<file path="config.mk">
export PLATFORM = sky130hd
export DESIGN_NAME = ewh_fifo
export DESIGN_NICKNAME = d
export VERILOG_FILES = /design/src/hw/rtl/ewh_fifo.sv
export SDC_FILE = /design/constraint.sdc
export NUM_CORES = 1
export LEC_CHECK = 0
export BUFFER_PORTS_ARGS = -buffer_cell sky130_fd_sc_hd__buf_2
export CAP_MARGIN = 20
export CORE_MARGIN = 2
export CORE_UTILIZATION = 27
export CTS_CLUSTER_DIAMETER = 80
export DETAILED_ROUTE_END_ITERATION = 10
export PLACE_DENSITY = 0.55
export RECOVER_POWER = 50
export SLEW_MARGIN = 20
export SYNTH_ARGS = -nofsm -noshare
export SYNTH_HDL_FRONTEND = slang
export SYNTH_SLANG_ARGS = --single-unit
</file>
<file path="constraint.sdc">
create_clock -name clk_i -period 2.2 [get_ports clk_i]
set_input_delay 0.22 -clock clk_i [delete_from_list [all_inputs] [get_ports clk_i]]
set_output_delay 0.22 -clock clk_i [all_outputs]
set_load 0.03 [all_outputs]
</file>
<file path="src/hw/rtl/ewh_fifo.sv">
// ewh_fifo: two-entry job queue between front and back
// no package dependencies
`timescale 1ns / 1ps

module ewh_fifo #(
  parameter int WIDTH = 8
) (
  input  logic             clk_i,
  input  logic             rst_ni,
  input  logic             push_valid_i,
  output logic             push_ready_o,
  input  logic [WIDTH-1:0] push_data_i,
  output logic             pop_valid_o,
  input  logic             pop_ready_i,
  output logic [WIDTH-1:0] pop_data_o
);

  logic [WIDTH-1:0] mem_q [2];
  logic             wptr_q;
  logic             rptr_q;
  logic [1:0]       cnt_q;
  logic             push;
  logic             pop;

  assign push_ready_o = (cnt_q != 2'd2);
  assign pop_valid_o  = (cnt_q != 2'd0);
  assign push         = push_valid_i && push_ready_o;
  assign pop          = pop_ready_i && pop_valid_o;
  assign pop_data_o   = mem_q[rptr_q];

  always_ff @(posedge clk_i or negedge rst_ni) begin
    if (!rst_ni) begin
      wptr_q <= 1'b0;
      rptr_q <= 1'b0;
      cnt_q  <= 2'd0;
    end else begin
      if (push) begin
        wptr_q <= ~wptr_q;
      end
      if (pop) begin
        rptr_q <= ~rptr_q;
      end
      if (push && !pop) begin
        cnt_q <= cnt_q + 2'd1;
      end else if (pop && !push) begin
        cnt_q <= cnt_q - 2'd1;
      end
    end
  end

  always_ff @(posedge clk_i) begin
    if (push) begin
      mem_q[wptr_q] <= push_data_i;
    end
  end

endmodule

</file>
* Word-level counts from Yosys, hierarchy flattened
Memory sizes are Yosys's and may differ from the RTL's. Cells that the tools add are included. W data, S select, Z words.
Storage, ports and cells: bits in writable memories 16, bits in latches 0, output and inout bits 10, input bits 12, memories kept 1, logic and storage cells 21, flip-flop bits (word level) 4, ROM bits 0
Memory list:
- mem_q | depth 2, bits a word 8, rd ports 1, clocked after Yosys merged registers in 0, wr ports 1, RTL line 18 | logic [WIDTH-1:0] mem_q [2];
Operators by class: reduce and logical (&&, ||, !) cells 8, bitwise operators 2, equal/unequal tests 1, add/subtract/negate cells 2, div/mod/pow operators 0, shift operators 0, $lt $le $gt $ge 0, $mul 0, mux-type cells 4
Operator list (number):
- $logic_and A1 B1 Y1 | 4
- $mux W2 | 2
- $reduce_bool A2 Y1 | 2
- $add A2 B1 Y2 const B | 1
- $logic_not A1 Y1 | 2
- $mux W1 | 2
- $ne A2 B2 Y1 const B | 1
- $not A1 Y1 | 2
- $sub A2 B1 Y2 const B | 1

* Longest topological paths before layout
Gate-level depths: netlist of run 1.
depth after elaboration 6, depth in mapped cells 7, gate-level depth less buffers 7

* Least setup slack after synthesis of run 1
Ideal clock, no wire load.
kind reg2reg, start register cnt_q[0], end memory mem_q[0][0] (enable), cell stages (with the launch flop) 4, data required time 1.830 ns, path buffers 0, clock period less this slack 1.444 ns, library setup time 0.370 ns, setup slack 0.756 ns, arrival time 1.074 ns, cell sequence dfrtp_1 nand2b_4 nand2_1 nor2_1
Between the ends: word-level cells in the longest chain between the ends 4
RTL lines:
- from (decl) | RTL line 21 | logic [1:0] cnt_q;
- from (signal assigned) | RTL line 44 | cnt_q <= cnt_q + 2'd1;
- from (signal assigned) | RTL line 46 | cnt_q <= cnt_q - 2'd1;
- $ne A2 B2 Y1 | RTL line 25 | assign push_ready_o = (cnt_q != 2'd2);
- via push_ready_o | RTL line 11 | output logic push_ready_o,
- $logic_and A1 B1 Y1 | RTL line 27 | assign push = push_valid_i && push_ready_o;
- $mux W1 | RTL line 52 | if (push) begin
- $mux W1 (implied by the code) | RTL line 53 | mem_q[wptr_q] <= push_data_i;
- to (decl) | RTL line 18
The timed path passes the listed nets, and every way through them passes these cells.

* Final worst setup path of run 1
start register rptr_q, end output pop_data_o[2]
Between the ends: word-level cells in the longest chain between the ends 1
RTL lines:
- from (decl) | RTL line 20 | logic rptr_q;
- from (signal assigned) | RTL line 41 | rptr_q <= ~rptr_q;
- $mem_v2 Z2 W8
- to (decl) | RTL line 15 | output logic [WIDTH-1:0] pop_data_o
No other way between the ends.

==> results of run 1 <==
## synthesized netlist by cell type
master     n  share of area
dfrtp_1    4           0.13
ha_1       1          0.016
nor2_1     2         0.0095
nand2_1    1         0.0048
or2_4      1          0.011
and3_1     1         0.0080
buf_2      1         0.0064
nand2b_4   1          0.017
mux2_2     8           0.11
inv_1      1         0.0048
xnor2_1    3          0.033
xor2_1     2          0.022
nand2_4    1          0.014
edfxtp_1  16           0.61
## registers in the layout, summed over array words and instances, names as in the netlist
| register | flops |
|---|---|
| cnt_q | 2 |
| wptr_q | 1 |
| rptr_q | 1 |
| mem_q | 16 |
## final timing paths
check                               startpoint            end  slack [ps]  cells after the start
worst max-delay path                    rptr_q  pop_data_o[2]         540                      2
max in group asynchronous               rst_ni         rptr_q        1720                      2
min in group asynchronous               rst_ni         wptr_q         270                      2
worst min register to register          wptr_q         wptr_q         510                      1
worst max register to register        cnt_q[0]       cnt_q[1]         700                      6
worst min-delay path            push_data_i[1]    mem_q[1][1]          90                      1
## cell type report
class | count | area, um2
Timing Repair Buffer | 23 | 118
Clock buffer | 3 | 22.5
Tap cell | 31 | 38.8
Fill cell | 277 | 1780
Sequential cell | 20 | 581
Multi-Input combinational cell | 21 | 188
Inverter | 1 | 3.75
Clock inverter | 1 | 30.0
## cells in the final DEF (no fill, tap or decap), drive strengths merged, types with 2 or more instances in the layout
| cell | synthesis | final |
|---|---|---|
| buf | 1 | 18 |
| clkbuf | 0 | 7 |
| dfrtp | 4 | 4 |
| edfxtp | 16 | 16 |
| xnor2 | 3 | 3 |
| nand2 | 2 | 2 |
| nor2 | 2 | 2 |
| mux2 | 8 | 8 |
| xor2 | 2 | 2 |
## power by group through the flow
stage | logic [uW] | registers (uW) | clock network, uW
floorplan | 462 | 576 | 0
detailed placement | 563 | 621 | 0
CTS | 568 | 613 | 312
global placement | 558 | 617 | 0
finish | 537 | 601 | 298
global route | 577 | 616 | 327
## timing repair
| action | 4_1_cts | 5_1_grt |
|---|---|---|
| hold buffers | 1 | 0 |
| buffers inserted | 0 | 0 |
| hold endpoints to repair | 4 | 0 |
## per-layer routing
metal,vias to the layer above,global-route usage
li1,208,-
met1,198,0.0976
met2,21,0.127
met3,0,0.0558
met4,0,0.00997
met5,-,0
## worst reg2reg max path: stages (launching register included)
cell	delay (ps)
dfrtp_1	430
nand2b_1	180
nand2_1	130
inv_1	60
ha_1	320
nor2_1	140
xor2_1	170
## kinds of logic after synthesis
group                    Yosys count
XOR/XNOR                           5
buffers and inverters              2
adder cells (fa/ha/maj)            1
AND/OR/NAND/NOR                    7
multiplexers                       8
flip-flops                        20
## stage by stage
step / instances / setup slack, ps / area [um2] / power (uW)
6_report: 100 / 538 / 981 / 1440
5_1_grt: 100 / 422 / 981 / 1520
4_1_cts: 100 / 487 / 996 / 1490
3_5_place_dp: 95 / 741 / 933 / 1180
3_3_place_gp: 95 / 788 / 933 / 1180
2_1_floorplan: 43 / 756 / 787 / 1040
==> impl_metrics.tcl, run 1 <==
set metrics [dict create \
    layout-drive-gt1-share 0.449 \
    fin_util 0.356 \
    antenna_cells_inserted 0 \
    relSlewSlack 0.730 \
    finalCritPeriodShare 0.756 \
    cts_buffers 3 \
    root_buffer "clkbuf_4" \
    slew_violations 0 \
    yosysSeqAreaShare 0.738 \
    die_h_um 58.0 \
    routed-via-count 427 \
    rsz0062_at_grt "no" \
    intPower_uw 925 \
    drv_cap 0 \
    finalNetCount 83 \
    swShare 0.356 \
    p_seq_frac 0.418 \
    start_kind "register" \
    arrival_ps 1440 \
    finalHoldViolations 0 \
    crit_fanout 9 \
    clock_skew_ps 16.6 \
    rows 19 \
    synth_seq_cells 20 \
    power_frac_comb 0.374 \
    die-area_um2 3360 \
    worstPathCellList "mux2_2, buf_2" \
    critical-path-slowest-cell "dfrtp_1" \
    hold_class "primary input to register" \
    path_clk_slew_ps 120 \
    p_sw_uw 511 \
    worstSetupEndpointType "output port" \
    synth_top_family_by_area "multiplexers" \
    synth_area_um2 787 \
    drt_pre_antenna_iters 4 \
    ir_drop_mv 0.879 \
    grt_max_degree 13 \
    fin_setup_tns_ps 0 \
    io-pin-count 22 \
    crit_buf_inv 1 \
    worstSetupPathType "register to output port" \
    start_util 0.285 \
    die_w_um 58.0 \
    required_ps 1980 \
    antenna_found_initial 0 \
    coreArea_um2 2760 \
    wl_um 1260 \
    status "finished, final reports clean" \
    cts_resized 0 \
    cts_tree "yes" \
    grt_pass1_vias 438 \
    clock_path_buffers 2 \
    p_leak_uw 0.000387 \
    synth-simple-area-share 0.0652 \
    place_congestion 0.650 \
    cp_slowest_stage_delay_ps 590 \
    dr_wl_met3_um 131 \
    synthCells 43 \
    clkPwrFrac 0.208 \
    post_drt_wl_per_cell_um 12.6 \
    yosys_warnings 0 \
    synthMuxAreaShare 0.114 \
    drc 0 \
    synthAdderAreaFrac 0.0159 \
    portBuffers 21 \
    grt_usage 0.0819 \
    synth_compound_area_frac 0 \
    drt_iter0_markers 3 \
    grt_pass1_wl_um 1990 \
    avgSynthCellArea_um2 18.3 \
    synth_xor_area_frac 0.0556 \
    max_freq_mhz 602 \
    wl_met1_um 535 \
    cts.htree.levels 1 \
    finalCriticalPeriod_ps 1660 \
    worst_pin_slew_ps 405 \
    power_density_nw_per_um2 1460 \
    crit_family "flip-flops" \
    holdWs_ps 93.2 \
    final-setup-viol-count 0 \
    ys_types 14 \
    syn_nets 56 \
    wl_met2_um 594 \
    overflow 0 \
    drtAntennaViolNets 0 \
    routed.top_layer "met3" \
    routed_via_density 4.27 \
    clk_latency_ps 310 \
    clock_sinks 20 \
    post-dp-hpwl_um 936 \
    syn_to_final_growth_pct 24.6 \
]
(Power assumes the default switching activity.)
==> inputs of run 2 (changes only) <==
--- a/config.mk
+++ b/config.mk
@@ -11,7 +11,7 @@
 export CORE_UTILIZATION = 27
 export CTS_CLUSTER_DIAMETER = 80
 export DETAILED_ROUTE_END_ITERATION = 10
-export PLACE_DENSITY = 0.55
+export PLACE_DENSITY = 0.57
 export RECOVER_POWER = 50
 export SLEW_MARGIN = 20
 export SYNTH_ARGS = -nofsm -noshare
==> constraint.sdc (replaced) <==
create_clock -name clk_i -period 1.5 [get_ports clk_i]
set_input_delay 0.15 -clock clk_i [delete_from_list [all_inputs] [get_ports clk_i]]
set_output_delay 0.15 -clock clk_i [all_outputs]
set_load 0.03 [all_outputs]
==> run 2 against run 1 <==
Against the previous run:
- register-to-register slack got worse by 580 ps
- die area unchanged
- via count increased by 3.7%
- clock skew decreased by 15 ps
- non-clock buffer count increased by 4
- first-iteration DRC count increased by 130%
- power increased by 54%
==> impl_metrics.tcl, run 2 (synthesis gave the netlist of run 1 again) <==
set metrics [dict create \
    rsz0062_at_grt "yes" \
    routed_via_density 4.26 \
    ir_drop_mv 0.994 \
    routed-via-count 443 \
    rrSetupSlack_ps 120 \
    layout-drive-gt1-share 0.521 \
    fin_util 0.385 \
    drt_pre_antenna_iters 2 \
    required_ps 1350 \
    place_congestion 0.721 \
    finalCritPeriodShare 0.968 \
    fillerInstances 274 \
    post-dp-hpwl_um 879 \
    start_kind "register" \
    p_leak_uw 0.000426 \
    final_common_cell "edfxtp_1" \
    root_buffer "clkbuf_4" \
    slew_violations 0 \
    die-area_um2 3360 \
    finalHoldViolations 0 \
    drtAntennaViolNets 0 \
    grt_usage 0.0796 \
    clock_sinks 20 \
    wl_um 1290 \
    worstSetupEndpointType "output port" \
    place_area_um2 941 \
    post_drt_wl_per_cell_um 12.4 \
    die_w_um 58.0 \
    hold_class "primary input to register" \
    crit_buf_inv 2 \
    overflow 0 \
    grt_max_degree 12 \
    cts_tree "yes" \
    largest_register_ffs 16 \
    top_register "mem_q" \
    antenna_found_initial 0 \
    clock_path_buffers 2 \
    crit_family "flip-flops" \
    max_freq_mhz 689 \
    mostFrequentLayoutCells "edfxtp_1 (16), buf_2 (9), buf_6 (9)" \
    final-setup-viol-count 0 \
    path_clk_slew_ps 110 \
    finalNetCount 87 \
    syn_to_final_growth_pct 34.8 \
    io-pin-count 22 \
    rows 19 \
    clk_latency_ps 290 \
    relSlewSlack 0.836 \
    drv_cap 0 \
    crit_fanout 5 \
    final_cell_area_um2 1060 \
    clock_skew_ps 1.50 \
    finalCriticalPeriod_ps 1450 \
    worstPathCellList "buf_6, mux2_4, buf_6" \
    cts_buffers 3 \
    drt_iter0_markers 7 \
    cp_slowest_stage_delay_ps 440 \
    arrival_ps 1300 \
    coreArea_um2 2760 \
    critical-path-slowest-cell "dfrtp_2" \
    antenna_cells_inserted 0 \
    crit_path_frequent_cell "buf_6" \
    worstSetupPathType "register to output port" \
    portBuffers 21 \
    start_util 0.285 \
    grt_pass1_vias 426 \
    top_regs "mem_q (16), cnt_q (2)" \
    grt_pass1_wl_um 1920 \
    cts.htree.levels 1 \
    drc 0 \
    worst_pin_slew_ps 246 \
    status "finished, final reports clean" \
    die_h_um 58.0 \
    power_density_nw_per_um2 2080 \
]
[run 2: worst register-to-register path: cells and delay by family, from the launching register on]
family,cells,cell delay [ps]
flops,1,430
xor+xnor,2,280
buf+inv,1,40
simple gates,3,370
fa+ha+maj,1,190
[run 2: repair_timing]
action                                  4_1_cts  5_1_grt
gates cloned                                  0        0
endpoints found under the setup margin        8        9
pin swaps                                     0        1
hold buffers                                  1        0
buffers inserted                              2        1
hold endpoints to repair                      4        0
resized for setup                             2       30
[run 2: path summary, 6_finish.rpt]
kind,start,end,cells past startpoint
hold / removal,push_data_i[5],mem_q[0][5],1
max in group asynchronous,rst_ni,rptr_q,2
hold reg to reg,wptr_q,wptr_q,1
setup reg to reg,cnt_q[0],cnt_q[1],7
min in group asynchronous,rst_ni,cnt_q[0],2
setup / recovery,rptr_q,pop_data_o[1],3
[run 2: final cells by class]
| type | instances | area (um2) | area share |
|---|---|---|---|
| Sequential cell | 20 | 582 | 0.548 |
| Inverter | 1 | 3.75 | 0.00354 |
| Clock inverter | 1 | 3.75 | 0.00354 |
| Timing Repair Buffer | 27 | 201 | 0.190 |
| Tap cell | 31 | 38.8 | 0.0366 |
| Clock buffer | 3 | 22.5 | 0.0212 |
| Multi-Input combinational cell | 21 | 209 | 0.197 |
[run 2: where the power goes]
group,switching (uW),leakage (uW),internal (uW)
Clock,155,0.0000154,96.7
Combinational,560,0.000217,537
Sequential,81.0,0.000194,778
[run 2: per-stage QoR]
step	worst slack, ps	total power, uW	hold slack (ps)	instances	TNS [ps]
after floorplan	55.6	1520	-146	43	0
after global placement	96.9	1730	-39.4	96	0
after detailed placement	66.7	1740	-34.2	96	0
after CTS	4.05	2040	28.0	103	0
after global routing	-17.7	2340	14.7	104	-85.4
final	48.1	2210	40.7	104	0
[run 2: metal layers]
layer,GRT usage,share of wire,vias to the layer above
met2,0.109,0.48,18
li1,-,-,214
met1,0.106,0.43,211
met3,0.0491,0.092,0
met5,0,0,-
met4,0.0199,0,0
