**config.mk**
```make
export PLATFORM = sky130hd
export DESIGN_NAME = ewh_front
export DESIGN_NICKNAME = d
export VERILOG_FILES = /design/src/hw/rtl/ewh_pkg.sv /design/src/hw/rtl/ewh_div.sv /design/src/hw/rtl/ewh_front.sv
export SDC_FILE = /design/constraint.sdc
export NUM_CORES = 2
export LEC_CHECK = 0
export BUFFER_PORTS_ARGS = -buffer_cell sky130_fd_sc_hd__buf_4
export CAP_MARGIN = 25
export CELL_PAD_IN_SITES_DETAIL_PLACEMENT = 2
export CELL_PAD_IN_SITES_GLOBAL_PLACEMENT = 2
export CORE_MARGIN = 4
export CORE_UTILIZATION = 42
export DETAILED_ROUTE_END_ITERATION = 16
export HOLD_SLACK_MARGIN = 0.08
export PLACE_DENSITY_LB_ADDON = 0.1
export SLEW_MARGIN = 20
export SYNTH_ARGS = -nofsm -noshare
export SYNTH_HDL_FRONTEND = slang
export SYNTH_SLANG_ARGS = --single-unit
```
**constraint.sdc**
```tcl
create_clock -name clk_i -period 31.7 [get_ports clk_i]
set_input_delay 1.585 -clock clk_i [delete_from_list [all_inputs] [get_ports clk_i]]
set_output_delay 1.585 -clock clk_i [all_outputs]
set_load 0.1 [all_outputs]
```
**src/hw/rtl/ewh_pkg.sv**
```systemverilog
// ewh_pkg: shared types and constants of the equi-width histogram estimator
// used by ewh_front, ewh_back and the top level, depends on nothing
`timescale 1ns / 1ps

package ewh_pkg;

  localparam int VAL_W     = 32;  // column value and configuration data width
  localparam int WID_W     = 33;  // bucket width, can reach 2^32
  localparam int IDX_W     = 7;   // bucket index and effective count
  localparam int CFG_IDX_W = 2;
  localparam int EST_W     = 32;

  typedef enum logic [2:0] {
    MODE_ADD = 3'd0,
    MODE_EQ  = 3'd1,
    MODE_NE  = 3'd2,
    MODE_GT  = 3'd3,
    MODE_GE  = 3'd4,
    MODE_LT  = 3'd5,
    MODE_LE  = 3'd6
  } mode_e;

  typedef enum logic [CFG_IDX_W-1:0] {
    REG_RANGE_LOW    = 2'd0,
    REG_RANGE_HIGH   = 2'd1,
    REG_BUCKET_COUNT = 2'd2
  } cfg_reg_e;

  typedef enum logic [1:0] {
    JOB_ADD,
    JOB_ZERO,
    JOB_QUERY
  } job_e;

  typedef struct packed {
    job_e              kind;
    mode_e             mode;
    logic [IDX_W-1:0]  bkt;
    logic [IDX_W-1:0]  eff;
    logic [WID_W-1:0]  share_f;
    logic [WID_W-1:0]  wid;
  } job_t;

  typedef enum logic [2:0] {
    F_IDLE,
    F_PREP,
    F_GEOM,
    F_BKT,
    F_MUL,
    F_PUSH
  } front_state_e;

  typedef enum logic [3:0] {
    B_CLEAR,
    B_IDLE,
    B_ADD_RD,
    B_ADD_WR,
    B_Q_RD,
    B_Q_LATCH,
    B_MUL,
    B_DIV_GO,
    B_DIV,
    B_SUM,
    B_DONE
  } back_state_e;

endpackage

```
**src/hw/rtl/ewh_div.sv**
```systemverilog
// ewh_div: restoring divider, one quotient bit per cycle
// no package dependencies
`timescale 1ns / 1ps

module ewh_div #(
  parameter int NW = 33,
  parameter int DW = 33
) (
  input  logic          clk_i,
  input  logic          rst_ni,
  input  logic          start_i,
  input  logic [NW-1:0] num_i,
  input  logic [DW-1:0] den_i,
  output logic          done_o,
  output logic [NW-1:0] quo_o
);

  localparam int CW = $clog2(NW + 1);

  logic [DW-1:0] rem_q;
  logic [NW-1:0] quo_q;
  logic [DW-1:0] den_q;
  logic [CW-1:0] cnt_q;
  logic          done_q;
  logic [DW:0]   trial;
  logic [DW:0]   diff;
  logic          ge;

  assign trial = {rem_q, quo_q[NW-1]};
  assign diff  = trial - {1'b0, den_q};
  assign ge    = trial >= {1'b0, den_q};

  always_ff @(posedge clk_i or negedge rst_ni) begin
    if (!rst_ni) begin
      cnt_q  <= '0;
      done_q <= 1'b0;
    end else if (start_i) begin
      cnt_q  <= CW'(NW);
      done_q <= 1'b0;
    end else if (cnt_q != '0) begin
      cnt_q  <= cnt_q - 1'b1;
      done_q <= (cnt_q == CW'(1));
    end else begin
      done_q <= 1'b0;
    end
  end

  always_ff @(posedge clk_i) begin
    if (start_i) begin
      rem_q <= '0;
      quo_q <= num_i;
      den_q <= den_i;
    end else if (cnt_q != '0) begin
      rem_q <= ge ? diff[DW-1:0] : trial[DW-1:0];
      quo_q <= {quo_q[NW-2:0], ge};
    end
  end

  assign done_o = done_q;
  assign quo_o  = quo_q;

endmodule

```
**src/hw/rtl/ewh_front.sv**
```systemverilog
// ewh_front: configuration registers, geometry, bucket lookup and job issue
// depends on ewh_pkg and ewh_div
`timescale 1ns / 1ps

module ewh_front #(
  parameter int NUM_BUCKETS = 64
) (
  input  logic                           clk_i,
  input  logic                           rst_ni,
  input  logic                           hold_i,
  input  logic                           cfg_we_i,
  input  logic [ewh_pkg::CFG_IDX_W-1:0]  cfg_idx_i,
  input  logic [ewh_pkg::VAL_W-1:0]      cfg_data_i,
  input  logic                           in_valid_i,
  output logic                           in_stall_o,
  input  logic [2:0]                     mode_i,
  input  logic signed [ewh_pkg::VAL_W-1:0] value_i,
  output logic                           push_valid_o,
  input  logic                           push_ready_i,
  output ewh_pkg::job_t                  push_job_o
);

  localparam int W = ewh_pkg::WID_W;
  localparam int I = ewh_pkg::IDX_W;

  ewh_pkg::front_state_e state_q, state_d;

  logic signed [31:0] low_q, high_q;
  logic [I-1:0]       bc_q;
  logic               geo_ok_q;
  logic [W-1:0]       wid_q;
  ewh_pkg::mode_e     mode_q;
  logic signed [31:0] val_q;
  logic [I-1:0]       bkt_q;
  logic [I+W-1:0]     bw_q;
  ewh_pkg::job_e      kind_q, kind_d;

  logic signed [32:0] span;
  logic               empty;
  logic [W-1:0]       span_p1;
  logic [I-1:0]       eff;
  logic signed [31:0] vc;
  logic [32:0]        off_w;
  logic [31:0]        off;
  logic               in_range;
  logic               is_add;
  logic               mode_ok;
  logic [31:0]        lo;
  logic signed [34:0] fv;
  logic signed [34:0] wid_s;
  logic [W-1:0]       share_f;

  logic               div_start;
  logic [W-1:0]       div_num;
  logic [W-1:0]       div_den;
  logic               div_done;
  logic [W-1:0]       div_quo;

  ewh_div #(.NW(W), .DW(W)) u_div (
    .clk_i   (clk_i),
    .rst_ni  (rst_ni),
    .start_i (div_start),
    .num_i   (div_num),
    .den_i   (div_den),
    .done_o  (div_done),
    .quo_o   (div_quo)
  );

  // geometry
  assign span    = {high_q[31], high_q} - {low_q[31], low_q};
  assign empty   = span[32] || (span == 33'sd0);
  assign span_p1 = W'(span) + W'(1);

  always_comb begin
    eff = (bc_q == '0) ? I'(1) : bc_q;
    if (32'(eff) > NUM_BUCKETS) begin
      eff = I'(NUM_BUCKETS);
    end
    if (!span[32] && ({26'b0, eff} > span)) begin
      eff = span[I-1:0];
    end
  end

  // item
  always_comb begin
    vc = val_q;
    if (val_q > high_q) begin
      vc = high_q;
    end
    if (val_q < low_q) begin
      vc = low_q;
    end
  end

  assign off_w    = {vc[31], vc} - {low_q[31], low_q};
  assign off      = off_w[31:0];
  assign in_range = (val_q >= low_q) && (val_q <= high_q);
  assign is_add   = (mode_q == ewh_pkg::MODE_ADD);
  assign mode_ok  = (mode_q != ewh_pkg::mode_e'(3'd7));

  // linear share factor within the bucket
  assign lo    = off - bw_q[31:0];
  assign wid_s = {2'b00, wid_q};

  always_comb begin
    case (mode_q)
      ewh_pkg::MODE_LT: fv = {3'b000, lo};
      ewh_pkg::MODE_LE: fv = {3'b000, lo} + 35'sd1;
      ewh_pkg::MODE_GE: fv = wid_s - {3'b000, lo};
      ewh_pkg::MODE_GT: fv = wid_s - {3'b000, lo} - 35'sd1;
      default:          fv = 35'sd1;
    endcase
    if (fv < 35'sd0) begin
      share_f = '0;
    end else if (fv > wid_s) begin
      share_f = wid_q;
    end else begin
      share_f = fv[W-1:0];
    end
  end

  // next state
  always_comb begin
    state_d = state_q;
    kind_d  = kind_q;
    unique case (state_q)
      ewh_pkg::F_IDLE: begin
        if (in_valid_i && !hold_i) begin
          state_d = ewh_pkg::F_PREP;
        end
      end
      ewh_pkg::F_PREP: begin
        if (!mode_ok) begin
          state_d = ewh_pkg::F_IDLE;
        end else if (empty) begin
          kind_d  = ewh_pkg::JOB_ZERO;
          state_d = is_add ? ewh_pkg::F_IDLE : ewh_pkg::F_PUSH;
        end else if (is_add && !in_range) begin
          state_d = ewh_pkg::F_IDLE;
        end else begin
          kind_d  = is_add ? ewh_pkg::JOB_ADD : ewh_pkg::JOB_QUERY;
          state_d = geo_ok_q ? ewh_pkg::F_BKT : ewh_pkg::F_GEOM;
        end
      end
      ewh_pkg::F_GEOM: begin
        if (div_done) begin
          state_d = ewh_pkg::F_PREP;
        end
      end
      ewh_pkg::F_BKT: begin
        if (div_done) begin
          state_d = ewh_pkg::F_MUL;
        end
      end
      ewh_pkg::F_MUL: begin
        state_d = ewh_pkg::F_PUSH;
      end
      ewh_pkg::F_PUSH: begin
        if (push_ready_i) begin
          state_d = ewh_pkg::F_IDLE;
        end
      end
      default: state_d = ewh_pkg::F_IDLE;
    endcase
  end

  // outputs
  always_comb begin
    in_stall_o   = (state_q != ewh_pkg::F_IDLE) || hold_i;
    push_valid_o = (state_q == ewh_pkg::F_PUSH);
    div_start    = (state_q == ewh_pkg::F_PREP) && mode_ok && !empty &&
                   (!is_add || in_range);
    div_num      = geo_ok_q ? {1'b0, off} : span_p1;
    div_den      = geo_ok_q ? wid_q : {26'b0, eff};
  end

  assign push_job_o.kind    = kind_q;
  assign push_job_o.mode    = mode_q;
  assign push_job_o.bkt     = bkt_q;
  assign push_job_o.eff     = eff;
  assign push_job_o.share_f = share_f;
  assign push_job_o.wid     = wid_q;

  always_ff @(posedge clk_i or negedge rst_ni) begin
    if (!rst_ni) begin
      state_q  <= ewh_pkg::F_IDLE;
      kind_q   <= ewh_pkg::JOB_ZERO;
      low_q    <= 32'sd0;
      high_q   <= 32'sd255;
      bc_q     <= I'(64);
      geo_ok_q <= 1'b0;
    end else begin
      state_q <= state_d;
      kind_q  <= kind_d;
      if (cfg_we_i) begin
        geo_ok_q <= 1'b0;
        case (ewh_pkg::cfg_reg_e'(cfg_idx_i))
          ewh_pkg::REG_RANGE_LOW:    low_q  <= cfg_data_i;
          ewh_pkg::REG_RANGE_HIGH:   high_q <= cfg_data_i;
          ewh_pkg::REG_BUCKET_COUNT: bc_q   <= cfg_data_i[I-1:0];
          default: ;
        endcase
      end else if (state_q == ewh_pkg::F_GEOM && div_done) begin
        geo_ok_q <= 1'b1;
      end
    end
  end

  always_ff @(posedge clk_i) begin
    if (state_q == ewh_pkg::F_IDLE && in_valid_i && !hold_i) begin
      mode_q <= ewh_pkg::mode_e'(mode_i);
      val_q  <= value_i;
    end
    if (state_q == ewh_pkg::F_GEOM && div_done) begin
      wid_q <= div_quo;
    end
    if (state_q == ewh_pkg::F_BKT && div_done) begin
      if (div_quo > W'(eff - I'(1))) begin
        bkt_q <= eff - I'(1);
      end else begin
        bkt_q <= div_quo[I-1:0];
      end
    end
    if (state_q == ewh_pkg::F_MUL) begin
      bw_q <= {{W{1'b0}}, bkt_q} * {{I{1'b0}}, wid_q};
    end
  end

endmodule

```
# --- After elaboration in Yosys (flattened, before gate mapping) ---
# Index checks and enable logic that the tools add are counted.
classes:
  mux: 33
  reduce_logical: 33
  mul: 1
  addsub: 11
  n_eq_ne: 18
  order_cmp: 10
ops:
  columns: ["op", "n"]
  rows:
  - ["33-bit two-way mux", 6]
  - ["35-bit case mux with 4 select lines", 1]
  - ["32-bit two-way mux", 2]
  - ["32-bit subtractor", 2]
  - ["35-bit by 34-bit greater-than comparator with 1-bit output", 1]
  - ["35-bit by 1-bit less-than comparator with 1-bit output, second input constant", 1]
  - ["7-bit two-way mux", 5]
  - ["34-bit by 2-bit subtractor with 35-bit output, second input constant", 1]
  - ["34-bit by 33-bit >= comparator with 1-bit output", 1]
  - ["33-bit by 32-bit subtractor with 34-bit output", 1]
  - ["32-bit by 1-bit adder with 33-bit output, second input constant", 1]
  - ["33-bit by 2-bit adder with 33-bit output, second input constant", 1]
  - ["33-bit greater-than comparator", 1]
  - ["7-bit by 33-bit greater-than comparator with 1-bit output", 1]
  - ["33-bit logical NOT", 1]
  - ["7-bit by 33-bit multiplier with 32-bit output", 1]
  - ["32-bit by 32-bit subtractor with 33-bit output", 1]
  - ["33-bit subtractor", 1]
  - ["32-bit >= comparator", 1]
  - ["32-bit greater-than comparator", 1]
  - ["32-bit less-or-equal comparator", 1]
  - ["32-bit less-than comparator", 1]
  - ["3-bit two-way mux", 7]
  - ["3-bit case mux with 6 select lines", 1]
  - ["other kinds (28)", 65]
totals:
  elab_cells: 123
  reg_bits: 290
  inputBits: 75
  output_inout_bits: 87

# --- Logic depth before layout (Yosys ltp) ---
logic_depth:
  word_depth: 11
  mapped_depth: 60
  mapped_depth_nobuf: 55

# --- Modules after synthesis ---
# From an unflattened synthesis, not the netlist that was laid out.
hier_totals:
  hier_cells: 3881
  area_unflattened_um2: 32926.6
by_module_without_submodules:
  columns: ["module", "cells_each", "area_per_inst_um2", "seq_area_each_um2", "instances"]
  rows:
  - ["ewh_front", 3322, 27017.2, 5152.4, 1]
  - ["ewh_div", 559, 5909.4, 2817.7, 1]

# --- Worst setup path before layout ---
# Ideal clock, no wire load.
synth_path:
  path_kind: "reg-to-output"
  startpoint: "register val_q[23]"
  endpoint: "output port push_job_o[55] (netlist bit)"
  stages_incl_launch_ff: 51
  path_slack_ps: 17005
  n_path_buf: 5
  t_arrival_ps: 13110
  cell_sequence: "edfxtp_1 ha_1 nand3_1 nor2_1 nand2_1 or4_1 o21ai_0 mux2i_1 clkbuf_1 nand2_1 o21ai_0 ha_1 a21o_1 or4_1 o221a_2 a311o_1 a31oi_1 o21bai_1 (+15 left out) nand4bb_1 clkbuf_1 nor2_1 xnor2_1 o21ai_1 or3_1 ha_1 a21o_1 a21oi_1 nor2b_1 o21ai_0 nand2b_1 a221oi_1 o21ai_0 a31o_2 buf_4 buf_4 a221oi_1"
synth_rtl:
  columns: ["element", "line_no", "text"]
  rows:
  - ["start: declaration", "ewh_front.sv:33", "logic signed [31:0] val_q;"]
  - ["start signal: assignment", "ewh_front.sv:212", "val_q <= value_i;"]
  - ["end: declaration", "ewh_front.sv:20", "output ewh_pkg::job_t push_job_o"]

==> results.toml <==
[synthesis]
yosysMostFrequentCell = "nand2_1"
synthTopCellsByCount = "nand2_1, inv_1, ha_1, nor2_1, a21oi_1"
syn-instance-count = 4021
synth_edf_count = 173
syn_area_per_cell_um2 = 8.26
ys_warn_count = 0
ys_types = 100
synth_area_leader_cell = "edfxtp_1"
synthesis.nets = 4574
async_flop_share_pct = 29.0
syn_area_mm2 = 0.0332
ys_seq_area_share_pct = 24.0
yosys.area.top_type_share_pct = 15.6
yosys-top-cells-area = "edfxtp_1, ha_1, fa_1"
ys_seq_elements = 290
yosys_most_used_dff = "edfxtp_1"

[floorplan]
coreArea_mm2 = 0.0780
pin_count = 162
floorplan.die.width_um = 289
design.die.area_mm2 = 0.0837
start_util_pct = 42.6
rows = 102
die_y_um = 289

[placement]
hpwlAfterDp_um = 110000
dpl.cell_count = 5122
pre_cts_slack_ns = 15.42
portBuffers = 161
place_congestion = 0.912

[worst_setup_path]
reg2reg_slack_ns = 22.25
crit_arrival_ns = 15.81
cp-start-kind = "flop"
ff2ff_path_depth = 33
cp_slowest_cell = "o311ai_0"
max_stage_delay_ns = 0.91
crit_top_cell = "ha_1"
crit_fanout = 64
crit_type = "flop to primary output"
timing.critical_path.required_ns = 30.12
end_kind = "primary output"

[route]
ant_nets = 0
wl_um = 145000
remaining_drc_errors = 0
drt_iter0_drc = 1958
viasPerCell = 6.20
post_drt_wl_per_cell_um = 28.0
first_pass_iters = 5
vias = 32200

[timing]
rsz0062_at_grt = "false"
max_slew_margin_pct = 27.3
finalSetupTns_ns = 0
setup_viol = 0
whs_ns = 0.491
hold_viol_final = 0
final-max-slew-violation-count = 0
setup_ws_ns = 14.31
min_period_ns = 17.39
tightest_slew_ns = 1.09
fin_crit_sh_pct = 54.9
timing.fmax_ghz = 0.0575
fin_skew_ns = 0.0492

[cts]
postCtsSetupBuffers = 0
cts_root_buf = "clkbuf_16"
hold_buffers = 0
cts_max_path_buffers = 3
worstSkewPairLatency_ns = 0.59
cts_tree = "done"
cts_resized = 0
cts.sinks = 290
h-tree-depth = 2
path_clk_slew_ns = 0.06
cts_buffers = 41

[global_routing]
gr-total-overflow = 0
grtUsageTotal_pct = 34.2
grt_pass1_wl_um = 219000
grt_pass1_vias = 35200
grt_max_degree = 78
grt_antenna_before_repair = 5

[min_path]
whs_path_depth = 2
hold_path_class = "flop to flop"

[layout]
nets = 4678
synthToLayoutAreaGrowth_pct = 11.2
drive_gt1_share_pct = 9.98
stdcell_count = 5198

[run]
maxCapViolCount = 0

[status]
outcome = "complete, no violations"
## layer usage
layer  track usage [%]  routed length, µm
met5                 0                  0
met4              17.8               8890
met3              4.79               7670
met2              57.9              68700
met1              42.4              60100
## area by class of cell
class / count / area (µm²)
Clock inverter: 19 / 150
Tap cell: 1040 / 1300
Timing Repair Buffer: 229 / 1720
Sequential cell: 290 / 7970
Antenna cell: 1 / 2.50
Fill cell: 8707 / 41000
Clock buffer: 56 / 1150
Multi-Input combinational cell: 3195 / 23300
Inverter: 368 / 1380
## registers in the layout, summed over array words and instances, names as in the netlist, 6 cells and up
name,flops
low_q,32
high_q,32
bkt_q,7
wid_q,33
u_div.rem_q,33
bw_q,32
u_div.den_q,33
bc_q,7
val_q,32
u_div.cnt_q,6
u_div.quo_o,33
## metrics by stage
stage,cell area [µm²],utilization (%)
finish,37000,47.4
global route,37000,47.4
CTS,37000,47.4
detailed placement,35700,45.7
global placement,35600,45.7
floorplan,33200,-
## layout by cell type (no fill, tap or decap), drive strengths merged, types with 49 or more instances in the layout
cell type / count
o21ai: 235
edfxtp: 173
buf: 229
dfrtp: 74
ha: 341
fa: 137
nor2: 327
nand3: 87
nor3: 110
nand2: 423
a21oi: 293
xnor2: 148
inv: 369
a21o: 104
and2: 107
mux2: 49
a211oi: 85
xor2: 88
clkbuf: 56
nand2b: 51
## cells by family after synthesis
kind of cell / Yosys count / synth area share, %
and+or+nand+nor: 1368 / 20.1
AOI/OAI and AO/OA: 1031 / 19.8
buffers and inverters: 536 / 6.16
adders and majority gates: 478 / 21.1
DFF: 290 / 24.0
xor gates and xnor gates: 236 / 6.24
muxes: 82 / 2.66
## worst max-delay path: cells and delay by family (launching register included)
| family | cells | cell delay (ns) |
|---|---|---|
| AO/OA/AOI/OAI | 18 | 5.51 |
| AND/OR/NAND/NOR | 15 | 4.61 |
| flip-flops | 1 | 0.44 |
| multiplexers | 1 | 0.78 |
| buffers and inverters | 3 | 1.07 |
| XOR/XNOR | 3 | 0.87 |
| adder cells (fa/ha/maj) | 5 | 1.88 |
## path summary, 6_finish.rpt
| kind | start | to |
|---|---|---|
| worst min-delay path | u_div.rem_q[1] | u_div.rem_q[1] |
| min in group asynchronous | rst_ni | low_q[0] |
| worst max-delay path | val_q[27] | push_job_o[59] |
| max in group asynchronous | rst_ni | low_q[23] |
| worst max register to register | high_q[0] | bkt_q[1] |
| worst min register to register | u_div.rem_q[1] | u_div.rem_q[1] |
Power is not shown: default switching activity piles up to over one toggle a cycle in this logic, so the estimate is an artifact.
