**src/hw/rtl/ewh_pkg.sv**
```systemverilog
// ewh_pkg: shared types and constants of the equi-width histogram estimator
// used by ewh_front, ewh_back and the top level, depends on nothing
`timescale 1ns / 1ps

package ewh_pkg;

  localparam int VAL_W     = 32;  // column value and configuration data width
  localparam int WID_W     = 33;  // bucket width, can reach 2^32
  localparam int IDX_W     = 7;   // bucket index and effective count
  localparam int CFG_IDX_W = 2;
  localparam int EST_W     = 32;

  typedef enum logic [2:0] {
    MODE_ADD = 3'd0,
    MODE_EQ  = 3'd1,
    MODE_NE  = 3'd2,
    MODE_GT  = 3'd3,
    MODE_GE  = 3'd4,
    MODE_LT  = 3'd5,
    MODE_LE  = 3'd6
  } mode_e;

  typedef enum logic [CFG_IDX_W-1:0] {
    REG_RANGE_LOW    = 2'd0,
    REG_RANGE_HIGH   = 2'd1,
    REG_BUCKET_COUNT = 2'd2
  } cfg_reg_e;

  typedef enum logic [1:0] {
    JOB_ADD,
    JOB_ZERO,
    JOB_QUERY
  } job_e;

  typedef struct packed {
    job_e              kind;
    mode_e             mode;
    logic [IDX_W-1:0]  bkt;
    logic [IDX_W-1:0]  eff;
    logic [WID_W-1:0]  share_f;
    logic [WID_W-1:0]  wid;
  } job_t;

  typedef enum logic [2:0] {
    F_IDLE,
    F_PREP,
    F_GEOM,
    F_BKT,
    F_MUL,
    F_PUSH
  } front_state_e;

  typedef enum logic [3:0] {
    B_CLEAR,
    B_IDLE,
    B_ADD_RD,
    B_ADD_WR,
    B_Q_RD,
    B_Q_LATCH,
    B_MUL,
    B_DIV_GO,
    B_DIV,
    B_SUM,
    B_DONE
  } back_state_e;

endpackage

```
**src/hw/rtl/ewh_ram.sv**
```systemverilog
// ewh_ram: generic single write, single read RAM with registered read data
// no package dependencies
`timescale 1ns / 1ps

module ewh_ram #(
  parameter int WIDTH = 32,
  parameter int DEPTH = 64
) (
  input  logic                                    clk_i,
  input  logic                                    we_i,
  input  logic [(DEPTH > 1 ? $clog2(DEPTH) : 1)-1:0] waddr_i,
  input  logic [WIDTH-1:0]                        wdata_i,
  input  logic [(DEPTH > 1 ? $clog2(DEPTH) : 1)-1:0] raddr_i,
  output logic [WIDTH-1:0]                        rdata_o
);

  logic [WIDTH-1:0] mem_q [DEPTH];
  logic [WIDTH-1:0] rdata_q;

  always_ff @(posedge clk_i) begin
    if (we_i) begin
      mem_q[waddr_i] <= wdata_i;
    end
    rdata_q <= mem_q[raddr_i];
  end

  assign rdata_o = rdata_q;

endmodule

```
**src/hw/rtl/ewh_div.sv**
```systemverilog
// ewh_div: restoring divider, one quotient bit per cycle
// no package dependencies
`timescale 1ns / 1ps

module ewh_div #(
  parameter int NW = 33,
  parameter int DW = 33
) (
  input  logic          clk_i,
  input  logic          rst_ni,
  input  logic          start_i,
  input  logic [NW-1:0] num_i,
  input  logic [DW-1:0] den_i,
  output logic          done_o,
  output logic [NW-1:0] quo_o
);

  localparam int CW = $clog2(NW + 1);

  logic [DW-1:0] rem_q;
  logic [NW-1:0] quo_q;
  logic [DW-1:0] den_q;
  logic [CW-1:0] cnt_q;
  logic          done_q;
  logic [DW:0]   trial;
  logic [DW:0]   diff;
  logic          ge;

  assign trial = {rem_q, quo_q[NW-1]};
  assign diff  = trial - {1'b0, den_q};
  assign ge    = trial >= {1'b0, den_q};

  always_ff @(posedge clk_i or negedge rst_ni) begin
    if (!rst_ni) begin
      cnt_q  <= '0;
      done_q <= 1'b0;
    end else if (start_i) begin
      cnt_q  <= CW'(NW);
      done_q <= 1'b0;
    end else if (cnt_q != '0) begin
      cnt_q  <= cnt_q - 1'b1;
      done_q <= (cnt_q == CW'(1));
    end else begin
      done_q <= 1'b0;
    end
  end

  always_ff @(posedge clk_i) begin
    if (start_i) begin
      rem_q <= '0;
      quo_q <= num_i;
      den_q <= den_i;
    end else if (cnt_q != '0) begin
      rem_q <= ge ? diff[DW-1:0] : trial[DW-1:0];
      quo_q <= {quo_q[NW-2:0], ge};
    end
  end

  assign done_o = done_q;
  assign quo_o  = quo_q;

endmodule

```
**src/hw/rtl/ewh_back.sv**
```systemverilog
// ewh_back: bucket store, count updates, share arithmetic and bucket walk
// depends on ewh_pkg, ewh_ram and ewh_div
`timescale 1ns / 1ps

module ewh_back #(
  parameter int NUM_BUCKETS = 64,
  parameter int COUNT_BITS  = 32
) (
  input  logic                        clk_i,
  input  logic                        rst_ni,
  output logic                        clr_busy_o,
  input  logic                        pop_valid_i,
  output logic                        pop_ready_o,
  input  ewh_pkg::job_t               pop_job_i,
  output logic                        out_valid_o,
  input  logic                        out_stall_i,
  output logic [ewh_pkg::EST_W-1:0]   estimate_o
);

  localparam int W     = ewh_pkg::WID_W;
  localparam int I     = ewh_pkg::IDX_W;
  localparam int CB    = COUNT_BITS;
  localparam int AW    = NUM_BUCKETS > 1 ? $clog2(NUM_BUCKETS) : 1;
  localparam int PW    = CB + W;
  localparam int ACC_W = CB + I;
  localparam int FW    = (ACC_W + 1 > 33) ? ACC_W + 1 : 33;
  localparam int MCW   = $clog2(W + 1);

  ewh_pkg::back_state_e state_q, state_d;

  ewh_pkg::job_t     job_q;
  logic [AW-1:0]     clr_q;
  logic [CB-1:0]     total_q;
  logic [CB-1:0]     c_q;
  logic [PW-1:0]     prod_q;
  logic [W-1:0]      fsh_q;
  logic [MCW-1:0]    mcnt_q;
  logic [CB-1:0]     share_q;
  logic [ACC_W-1:0]  acc_q;
  logic [I-1:0]      idx_q;
  logic [I-1:0]      end_q;
  logic              pend_q;
  logic              out_valid_q;
  logic [ewh_pkg::EST_W-1:0] est_q;

  logic              ram_we;
  logic [AW-1:0]     ram_waddr;
  logic [CB-1:0]     ram_wdata;
  logic [AW-1:0]     ram_raddr;
  logic [CB-1:0]     ram_rdata;
  logic              div_done;
  logic [PW-1:0]     div_quo;
  logic              walk_on;
  logic              out_free;
  logic [FW-1:0]     est_full;
  logic [ewh_pkg::EST_W-1:0] est_sat;

  ewh_ram #(.WIDTH(CB), .DEPTH(NUM_BUCKETS)) u_ram (
    .clk_i   (clk_i),
    .we_i    (ram_we),
    .waddr_i (ram_waddr),
    .wdata_i (ram_wdata),
    .raddr_i (ram_raddr),
    .rdata_o (ram_rdata)
  );

  ewh_div #(.NW(PW), .DW(W)) u_div (
    .clk_i   (clk_i),
    .rst_ni  (rst_ni),
    .start_i (state_q == ewh_pkg::B_DIV_GO),
    .num_i   (prod_q),
    .den_i   (job_q.wid),
    .done_o  (div_done),
    .quo_o   (div_quo)
  );

  assign walk_on  = idx_q < end_q;
  assign out_free = !out_valid_q || !out_stall_i;

  always_comb begin
    est_full = '0;
    if (job_q.kind != ewh_pkg::JOB_ZERO) begin
      case (job_q.mode)
        ewh_pkg::MODE_EQ: est_full = FW'(share_q);
        ewh_pkg::MODE_NE: est_full = (total_q > share_q) ? FW'(total_q - share_q) : '0;
        default:          est_full = FW'(acc_q) + FW'(share_q);
      endcase
    end
    if (est_full > FW'(33'h0_FFFF_FFFF)) begin
      est_sat = '1;
    end else begin
      est_sat = est_full[ewh_pkg::EST_W-1:0];
    end
  end

  // next state
  always_comb begin
    state_d = state_q;
    unique case (state_q)
      ewh_pkg::B_CLEAR: begin
        if (clr_q == AW'(NUM_BUCKETS - 1)) begin
          state_d = ewh_pkg::B_IDLE;
        end
      end
      ewh_pkg::B_IDLE: begin
        if (pop_valid_i) begin
          case (pop_job_i.kind)
            ewh_pkg::JOB_ADD:   state_d = ewh_pkg::B_ADD_RD;
            ewh_pkg::JOB_QUERY: state_d = ewh_pkg::B_Q_RD;
            default:            state_d = ewh_pkg::B_DONE;
          endcase
        end
      end
      ewh_pkg::B_ADD_RD:  state_d = ewh_pkg::B_ADD_WR;
      ewh_pkg::B_ADD_WR:  state_d = ewh_pkg::B_IDLE;
      ewh_pkg::B_Q_RD:    state_d = ewh_pkg::B_Q_LATCH;
      ewh_pkg::B_Q_LATCH: state_d = ewh_pkg::B_MUL;
      ewh_pkg::B_MUL: begin
        if (mcnt_q == MCW'(1)) begin
          state_d = ewh_pkg::B_DIV_GO;
        end
      end
      ewh_pkg::B_DIV_GO:  state_d = ewh_pkg::B_DIV;
      ewh_pkg::B_DIV: begin
        if (div_done) begin
          state_d = ewh_pkg::B_SUM;
        end
      end
      ewh_pkg::B_SUM: begin
        if (!walk_on && !pend_q) begin
          state_d = ewh_pkg::B_DONE;
        end
      end
      ewh_pkg::B_DONE: begin
        if (out_free) begin
          state_d = ewh_pkg::B_IDLE;
        end
      end
      default: state_d = ewh_pkg::B_IDLE;
    endcase
  end

  // outputs
  always_comb begin
    clr_busy_o  = (state_q == ewh_pkg::B_CLEAR);
    pop_ready_o = (state_q == ewh_pkg::B_IDLE);
    ram_we      = 1'b0;
    ram_waddr   = AW'(job_q.bkt);
    ram_wdata   = (ram_rdata == {CB{1'b1}}) ? ram_rdata : ram_rdata + CB'(1);
    ram_raddr   = AW'(job_q.bkt);
    unique case (state_q)
      ewh_pkg::B_CLEAR: begin
        ram_we    = 1'b1;
        ram_waddr = clr_q;
        ram_wdata = '0;
      end
      ewh_pkg::B_ADD_WR: ram_we = 1'b1;
      ewh_pkg::B_SUM:    ram_raddr = AW'(idx_q);
      default: ;
    endcase
  end

  always_ff @(posedge clk_i or negedge rst_ni) begin
    if (!rst_ni) begin
      state_q     <= ewh_pkg::B_CLEAR;
      clr_q       <= '0;
      total_q     <= '0;
      out_valid_q <= 1'b0;
    end else begin
      state_q <= state_d;
      if (state_q == ewh_pkg::B_CLEAR) begin
        clr_q <= clr_q + AW'(1);
      end
      if (state_q == ewh_pkg::B_ADD_WR && total_q != {CB{1'b1}}) begin
        total_q <= total_q + CB'(1);
      end
      if (state_q == ewh_pkg::B_DONE && out_free) begin
        out_valid_q <= 1'b1;
      end else if (!out_stall_i) begin
        out_valid_q <= 1'b0;
      end
    end
  end

  always_ff @(posedge clk_i) begin
    if (state_q == ewh_pkg::B_IDLE && pop_valid_i) begin
      job_q <= pop_job_i;
    end
    if (state_q == ewh_pkg::B_Q_LATCH) begin
      c_q    <= ram_rdata;
      prod_q <= '0;
      fsh_q  <= job_q.share_f;
      mcnt_q <= MCW'(W);
    end
    if (state_q == ewh_pkg::B_MUL) begin
      prod_q <= {prod_q[PW-2:0], 1'b0} + (fsh_q[W-1] ? PW'(c_q) : '0);
      fsh_q  <= {fsh_q[W-2:0], 1'b0};
      mcnt_q <= mcnt_q - MCW'(1);
    end
    if (state_q == ewh_pkg::B_DIV && div_done) begin
      share_q <= div_quo[CB-1:0];
      acc_q   <= '0;
      pend_q  <= 1'b0;
      case (job_q.mode)
        ewh_pkg::MODE_GT, ewh_pkg::MODE_GE: begin
          idx_q <= job_q.bkt + I'(1);
          end_q <= job_q.eff;
        end
        ewh_pkg::MODE_LT, ewh_pkg::MODE_LE: begin
          idx_q <= '0;
          end_q <= job_q.bkt;
        end
        default: begin
          idx_q <= '0;
          end_q <= '0;
        end
      endcase
    end
    if (state_q == ewh_pkg::B_SUM) begin
      if (walk_on) begin
        idx_q <= idx_q + I'(1);
      end
      pend_q <= walk_on;
      if (pend_q) begin
        acc_q <= acc_q + ACC_W'(ram_rdata);
      end
    end
    if (state_q == ewh_pkg::B_DONE && out_free) begin
      est_q <= est_sat;
    end
  end

  assign out_valid_o = out_valid_q;
  assign estimate_o  = est_q;

endmodule

```
**config.mk**
```make
export PLATFORM = sky130hd
export DESIGN_NAME = ewh_back
export DESIGN_NICKNAME = d
export VERILOG_FILES = /design/src/hw/rtl/ewh_pkg.sv /design/src/hw/rtl/ewh_ram.sv /design/src/hw/rtl/ewh_div.sv /design/src/hw/rtl/ewh_back.sv
export SDC_FILE = /design/constraint.sdc
export NUM_CORES = 2
export LEC_CHECK = 0
export BUFFER_PORTS_ARGS = -buffer_cell sky130_fd_sc_hd__buf_2
export CAP_MARGIN = 0
export CORE_MARGIN = 4
export CORE_UTILIZATION = 30
export CTS_CLUSTER_DIAMETER = 150
export DETAILED_ROUTE_END_ITERATION = 8
export SYNTH_ARGS = -nofsm -noshare
export SYNTH_HDL_FRONTEND = slang
export SYNTH_SLANG_ARGS = --single-unit
```
**constraint.sdc**
```tcl
create_clock -name clk_i -period 8.78 [get_ports clk_i]
set_input_delay 2.195 -clock clk_i [delete_from_list [all_inputs] [get_ports clk_i]]
set_output_delay 2.195 -clock clk_i [all_outputs]
set_load 0.005 [all_outputs]
```
Word-level counts from Yosys, hierarchy flattened
Memory sizes are Yosys's and may differ from the RTL's. A register that Yosys moved wholly into a read port is not among the register bits.
Cells that the tools add are included.
Widths: inputs -> output; s select.
{"block": "classes", "reduce_logical": 20, "n_mux": 44, "n_eq_ne": 30, "addsub": 12, "magnitude_cmp": 4}
{"cell": "$mux 65", "count": 4}
{"cell": "$mux 39", "count": 3}
{"cell": "$mux 33", "count": 3}
{"cell": "$mux 32", "count": 3}
{"cell": "$mux 40", "count": 2}
{"cell": "$pmux 40 s2", "count": 1}
{"cell": "$add 65x32->65", "count": 1}
{"cell": "$add 32x1->32 const B", "count": 2}
{"cell": "$mux 7", "count": 6}
{"cell": "$add 39x32->40", "count": 1}
{"cell": "$gt 40x32->1 const B", "count": 1}
{"cell": "$pmux 4 s10", "count": 1}
{"cell": "$add 39x32->39", "count": 1}
{"cell": "$ge 34x33->1", "count": 1}
{"cell": "$sub 32x32->33", "count": 1}
{"cell": "$sub 33x33->33", "count": 1}
{"cell": "$eq 32x32->1 const B", "count": 1}
{"cell": "$gt 32x32->1", "count": 1}
{"cell": "$ne 32x32->1 const B", "count": 1}
{"cell": "$mux 4", "count": 6}
{"cell": "$mux 6", "count": 4}
{"cell": "$eq 4x3->1 const B", "count": 4}
{"cell": "$add 7x1->7 const B", "count": 2}
{"cell": "$pmux 7 s2", "count": 1}
{"cell": "other kinds (27)", "count": 58}
{"block": "totals", "out_inout_bits": 35, "ram_bits": 2048, "n_memories": 1, "register_bits": 521, "elab_cells": 137, "input_bits": 89}
{"name": "u_ram.mem_q", "words": 64, "word_bits": 32, "rd": 1, "rd_ports_with_merged_regs": 1, "wr": 1, "line": "ewh_ram.sv:17", "text": "logic [WIDTH-1:0] mem_q [DEPTH];"}

Longest topological paths before layout
{"block": "logic_depth", "depth_word": 6, "depth_mapped": 16, "depth_no_buf": 14}

Modules after synthesis
Synthesis repeated with hierarchy kept, for this count alone.
{"block": "unflattened", "cells_unflattened": 6275, "area_unflattened_um2": 109341.1}
{"mod": "ewh_ram", "instances": 1, "seq_area_each_um2": 62139.6, "cells_per_inst": 3324, "area_each_um2": 78515.3}
{"mod": "ewh_back", "instances": 1, "seq_area_each_um2": 10785.3, "cells_per_inst": 2311, "area_each_um2": 23411.2}
{"mod": "ewh_div", "instances": 1, "seq_area_each_um2": 3803.6, "cells_per_inst": 640, "area_each_um2": 7414.6}

Worst setup path before layout
OpenSTA, ideal clock, no wires.
{"block": "synth_timing", "kind": "reg-to-reg", "start": "register state_q[0]", "end": "register fsh_q[10] (enable)", "t_required_ns": 8.181, "arrival_ns": 5.776, "setup_time_ns": 0.599, "n_path_buf": 1, "path_stages_with_launch": 4, "path_slack_ns": 2.406, "period_less_slack_ns": 6.374, "cell_sequence": "dfrtp_1 > buf_1 > nand2b_1 > a21oi_1"}
{"block": "synth_between", "elab_chain_cells": 2, "elab_cells_between_ends": 3, "classes_between": "2 x eq/ne; 1 x reduce/logical"}
{"element": "from (decl)", "line": "ewh_back.sv:29", "text": "ewh_pkg::back_state_e state_q, state_d;"}
{"element": "from (signal assigned)", "line": "ewh_back.sv:165", "text": "state_q <= ewh_pkg::B_CLEAR;"}
{"element": "from (signal assigned)", "line": "ewh_back.sv:170", "text": "state_q <= state_d;"}
{"element": "$eq 4x3->1, on equally long branches", "line": "ewh_back.sv:189, ewh_back.sv:195"}
{"element": "$reduce_bool 2->1 (no source line) *"}
{"element": "to (signal assigned)", "line": "ewh_back.sv:192", "text": "fsh_q <= job_q.share_f;"}
{"element": "to (signal assigned)", "line": "ewh_back.sv:197", "text": "fsh_q <= {fsh_q[W-2:0], 1'b0};"}
{"element": "to (decl)", "line": "ewh_back.sv:36", "text": "logic [W-1:0] fsh_q;"}
Every way passes the cells marked *; elsewhere a longest branch is shown, timed or not.
A chain may end at the register's enable or synchronous reset.

Worst setup path after layout
{"block": "layout_timing", "start": "register state_q[0]", "end": "register u_ram.rdata_q[21] (netlist: u_ram.rdata_o[21]) (read register of u_ram.mem_q)"}
{"block": "layout_between", "elab_chain_cells": 2}
{"element": "$eq 4x4->1", "line": "ewh_back.sv:151", "text": "unique case (state_q)"}
{"element": "$mux 6", "line": "ewh_back.sv:151"}
{"element": "to (decl)", "line": "ewh_ram.sv:18", "text": "logic [WIDTH-1:0] rdata_q;"}
No other way between the ends.

==> impl_metrics.py <==
metrics = {
    "worst_setup_path": {
        "start_kind": "flip-flop",
        "crit_path_end_kind": "flip-flop",
        "critPathArrivalTime_ns": 7.02,
        "worstPathMaxFanout": 69,
        "path_class": "reg2reg",
        "required_ns": 9.47,
    },
    "sta": {
        "fin_skew_ns": 0.05939,
        "slew_viol_final": 0,
        "final_hold_viol_count": 0,
        "slew_headroom_pct": 10.90,
        "fin_crit_ns": 6.324,
        "whs_ns": 0.4161,
        "fin_setup_tns_ns": 0,
        "setup_viol_count_final": 0,
        "fmax_mhz": 158.1,
        "fin_crit_sh_pct": 72.03,
        "setup_ws_ns": 2.456,
        "rsz0062_at_grt": "no",
        "tightest_slew_ns": 1.333,
    },
    "die": {
        "initial_utilization_pct": 30.21,
        "coreArea_um2": 363600,
        "dieWidth_um": 613.1,
        "die-height_um": 613.1,
        "die-area_um2": 375900,
        "num_rows": 221,
        "io_pins": 124,
    },
    "grt": {
        "grt_max_degree": 126,
        "grt.overflow.total": 0,
        "antenna_found_initial": 18,
        "grt.total_usage_pct": 15.74,
        "grtUsageMet2_pct": 23.99,
        "grt_util_met3_pct": 3.765,
        "top_usage_layer": "met2",
        "grt_pass1_wl_um": 439400,
        "grt_pass1_vias": 62230,
        "met1_usage_pct": 22.02,
    },
    "drt": {
        "drt-vias-per-instance": 5.307,
        "drt_iter0_drc": 7520,
        "ant_nets": 0,
        "drtPass1Iterations": 7,
        "vias": 63320,
        "drt_wl_total_um": 304400,
        "drc": 0,
        "routedWlPerCell_um": 25.52,
    },
    "final_layout": {
        "area_growth_pct": 14.30,
        "layout-drive-gt1-share_pct": 18.76,
        "final_area_um2": 125600,
        "fill_cells": 34200,
        "layout.nets": 7186,
        "final_common_cell": "edfxtp_1",
        "seq_area_um2": 76730,
        "layout_common_cells": "2438 x edfxtp_1, 687 x nand2_1, 512 x mux4_2, 275 x clkbuf_16, 253 x a21oi_1",
        "multi_input_area_um2": 31940,
    },
    "cts": {
        "numCtsBuffers": 267,
        "clockRootBuffer": "clkbuf_16",
        "tritoncts": "yes",
        "cts_setup_buffers": 0,
        "path_clk_slew_ns": 0.06,
        "cts_max_level": 5,
        "clkSinkCount": 2601,
        "cts_resized": 0,
        "clockBufferDepth": 4,
        "clock_latency_ns": 0.87,
        "cts_hold_buf": 0,
    },
    "synthesis": {
        "synth_edf_count": 2438,
        "synth_ff_type": "edfxtp_1",
        "seq_area_frac_synth_pct": 69.85,
        "async_flop_share_pct": 1.961,
        "yosysWarnings": 0,
        "avgSynthCellArea_um2": 16.35,
        "synthTopCellsByArea": "edfxtp_1 67%, mux4_2 10%, nand2_1 2.4%",
        "yosys.area.top_type": "edfxtp_1",
        "synth_top_cell_area_share_pct": 66.65,
        "synth_area_um2": 109800,
        "ys_ff_latch": 2601,
        "syn_nets": 6987,
        "synth_cell_types": 108,
        "synth_cells": 6718,
    },
    "placed_design": {
        "place_congestion": 0.8887,
        "post-place-ws_ns": 2.529,
        "portBuffers": 123,
        "postPlaceCellArea_um2": 117100,
        "dp_hpwl_um": 182000,
    },
    "hold_path": {
        "hp-class": "reg2reg",
    },
    "pwr": {
        "fin_total_pwr_mw": 24.49,
        "p_leak_nw": 36.21,
        "p_per_area_nw_per_um2": 195.1,
        "max-vdd-ir-drop_mv": 0.1574,
    },
    "outcome": {
        "status": "complete, no violations",
    },
    "flow_run": {
        "maxCapViolCount": 0,
    },
}
-- registers in the layout, indices dropped and copies added, names as in the netlist, 33 cells and up --
| register | count |
|---|---|
| acc_q | 39 |
| prod_q | 65 |
| u_div.quo_o | 65 |
| u_ram.mem_q | 2048 |
| job_q | 85 |
| u_div.den_q | 33 |
| u_div.rem_q | 33 |
| fsh_q | 33 |
-- final timing paths --
| check | depth (start not counted) | to | slack [ns] | startpoint |
|---|---|---|---|---|
| worst max register to register | 13 | u_ram.rdata_o[21] | 2.46 | state_q[0] |
| max in group asynchronous | 2 | state_q[0] | 6.64 | rst_ni |
| worst min-delay path | 0 | u_div.den_q[9] | 0.42 | job_q[9] |
| worst min register to register | 0 | u_div.den_q[9] | 0.42 | job_q[9] |
| worst max-delay path | 13 | u_ram.rdata_o[21] | 2.46 | state_q[0] |
| min in group asynchronous | 2 | out_valid_o | 1.53 | rst_ni |
-- cells in the mapped netlist (all sizes together) (15+ instances only) --
library cell and number:
o211ai 15, nor2 307, nand2 691, a22o 43, a21o 67, nand4 48
a211oi 198, o31ai 19, a31oi 89, a222oi 23, o21a 32, edfxtp 2438
nand2b 33, mux4 512, dfxtp 112, nor2b 32, nor4 19, a311oi 67
clkbuf 203, mux2i 25, nand3 72, dfrtp 51, nor3 49, xnor2 147
or3 21, buf 139, a21oi 259, ha 175, and3 46, o21ai 213
xor2 89, and2 171, inv 140
-- through the flow --
step | utilization (%) | std cells
floorplan | - | 6718
finish | 34.53 | 11930
global placement | 32.17 | 11440
global route | 34.52 | 11920
detailed placement | 32.20 | 11440
CTS | 34.51 | 11910
-- layer usage --
layer,vias to the layer above,wire length [um]
li1,26970,-
met1,33120,127800
met2,2714,138000
met3,506,28540
met4,10,10100
met5,-,57
-- worst max-delay path: stages (launching register included) --
cell and delay, ns:
dfrtp_1 0.61, nand2b_1 0.29, nor2_2 0.17, buf_4 0.33
nor2_1 0.13, a21oi_4 0.62, buf_12 0.43, buf_4 0.42
buf_4 0.36, mux4_2 0.58, a211oi_1 0.57, a311oi_2 0.27
a21oi_1 0.99, a21oi_1 0.15
-- cell type report --
type | count | area share, %
clock inverter | 127 | 0.9298
sequential | 2601 | 61.11
inverter | 141 | 0.4255
multi-input combinational | 3634 | 25.44
timing repair buffer | 272 | 1.521
antenna | 19 | 0.03787
clock buffer | 343 | 5.756
tap | 4794 | 4.777
-- cell families after synthesis --
group	share of synthesized area, %
flops	69.85
simple gates	6.463
compound gates	7.004
mux	10.80
buf+inv	1.914
xor+xnor	1.882
fa+ha+maj	2.085
-- power breakdown --
part / switching (mW) / internal [mW]
registers: 0.0000000000000000279 / 13.4
clock network: 4.77 / 6.35
logic: 0.0163 / 0.0142
Note: power is estimated with default switching activity, not from simulation.
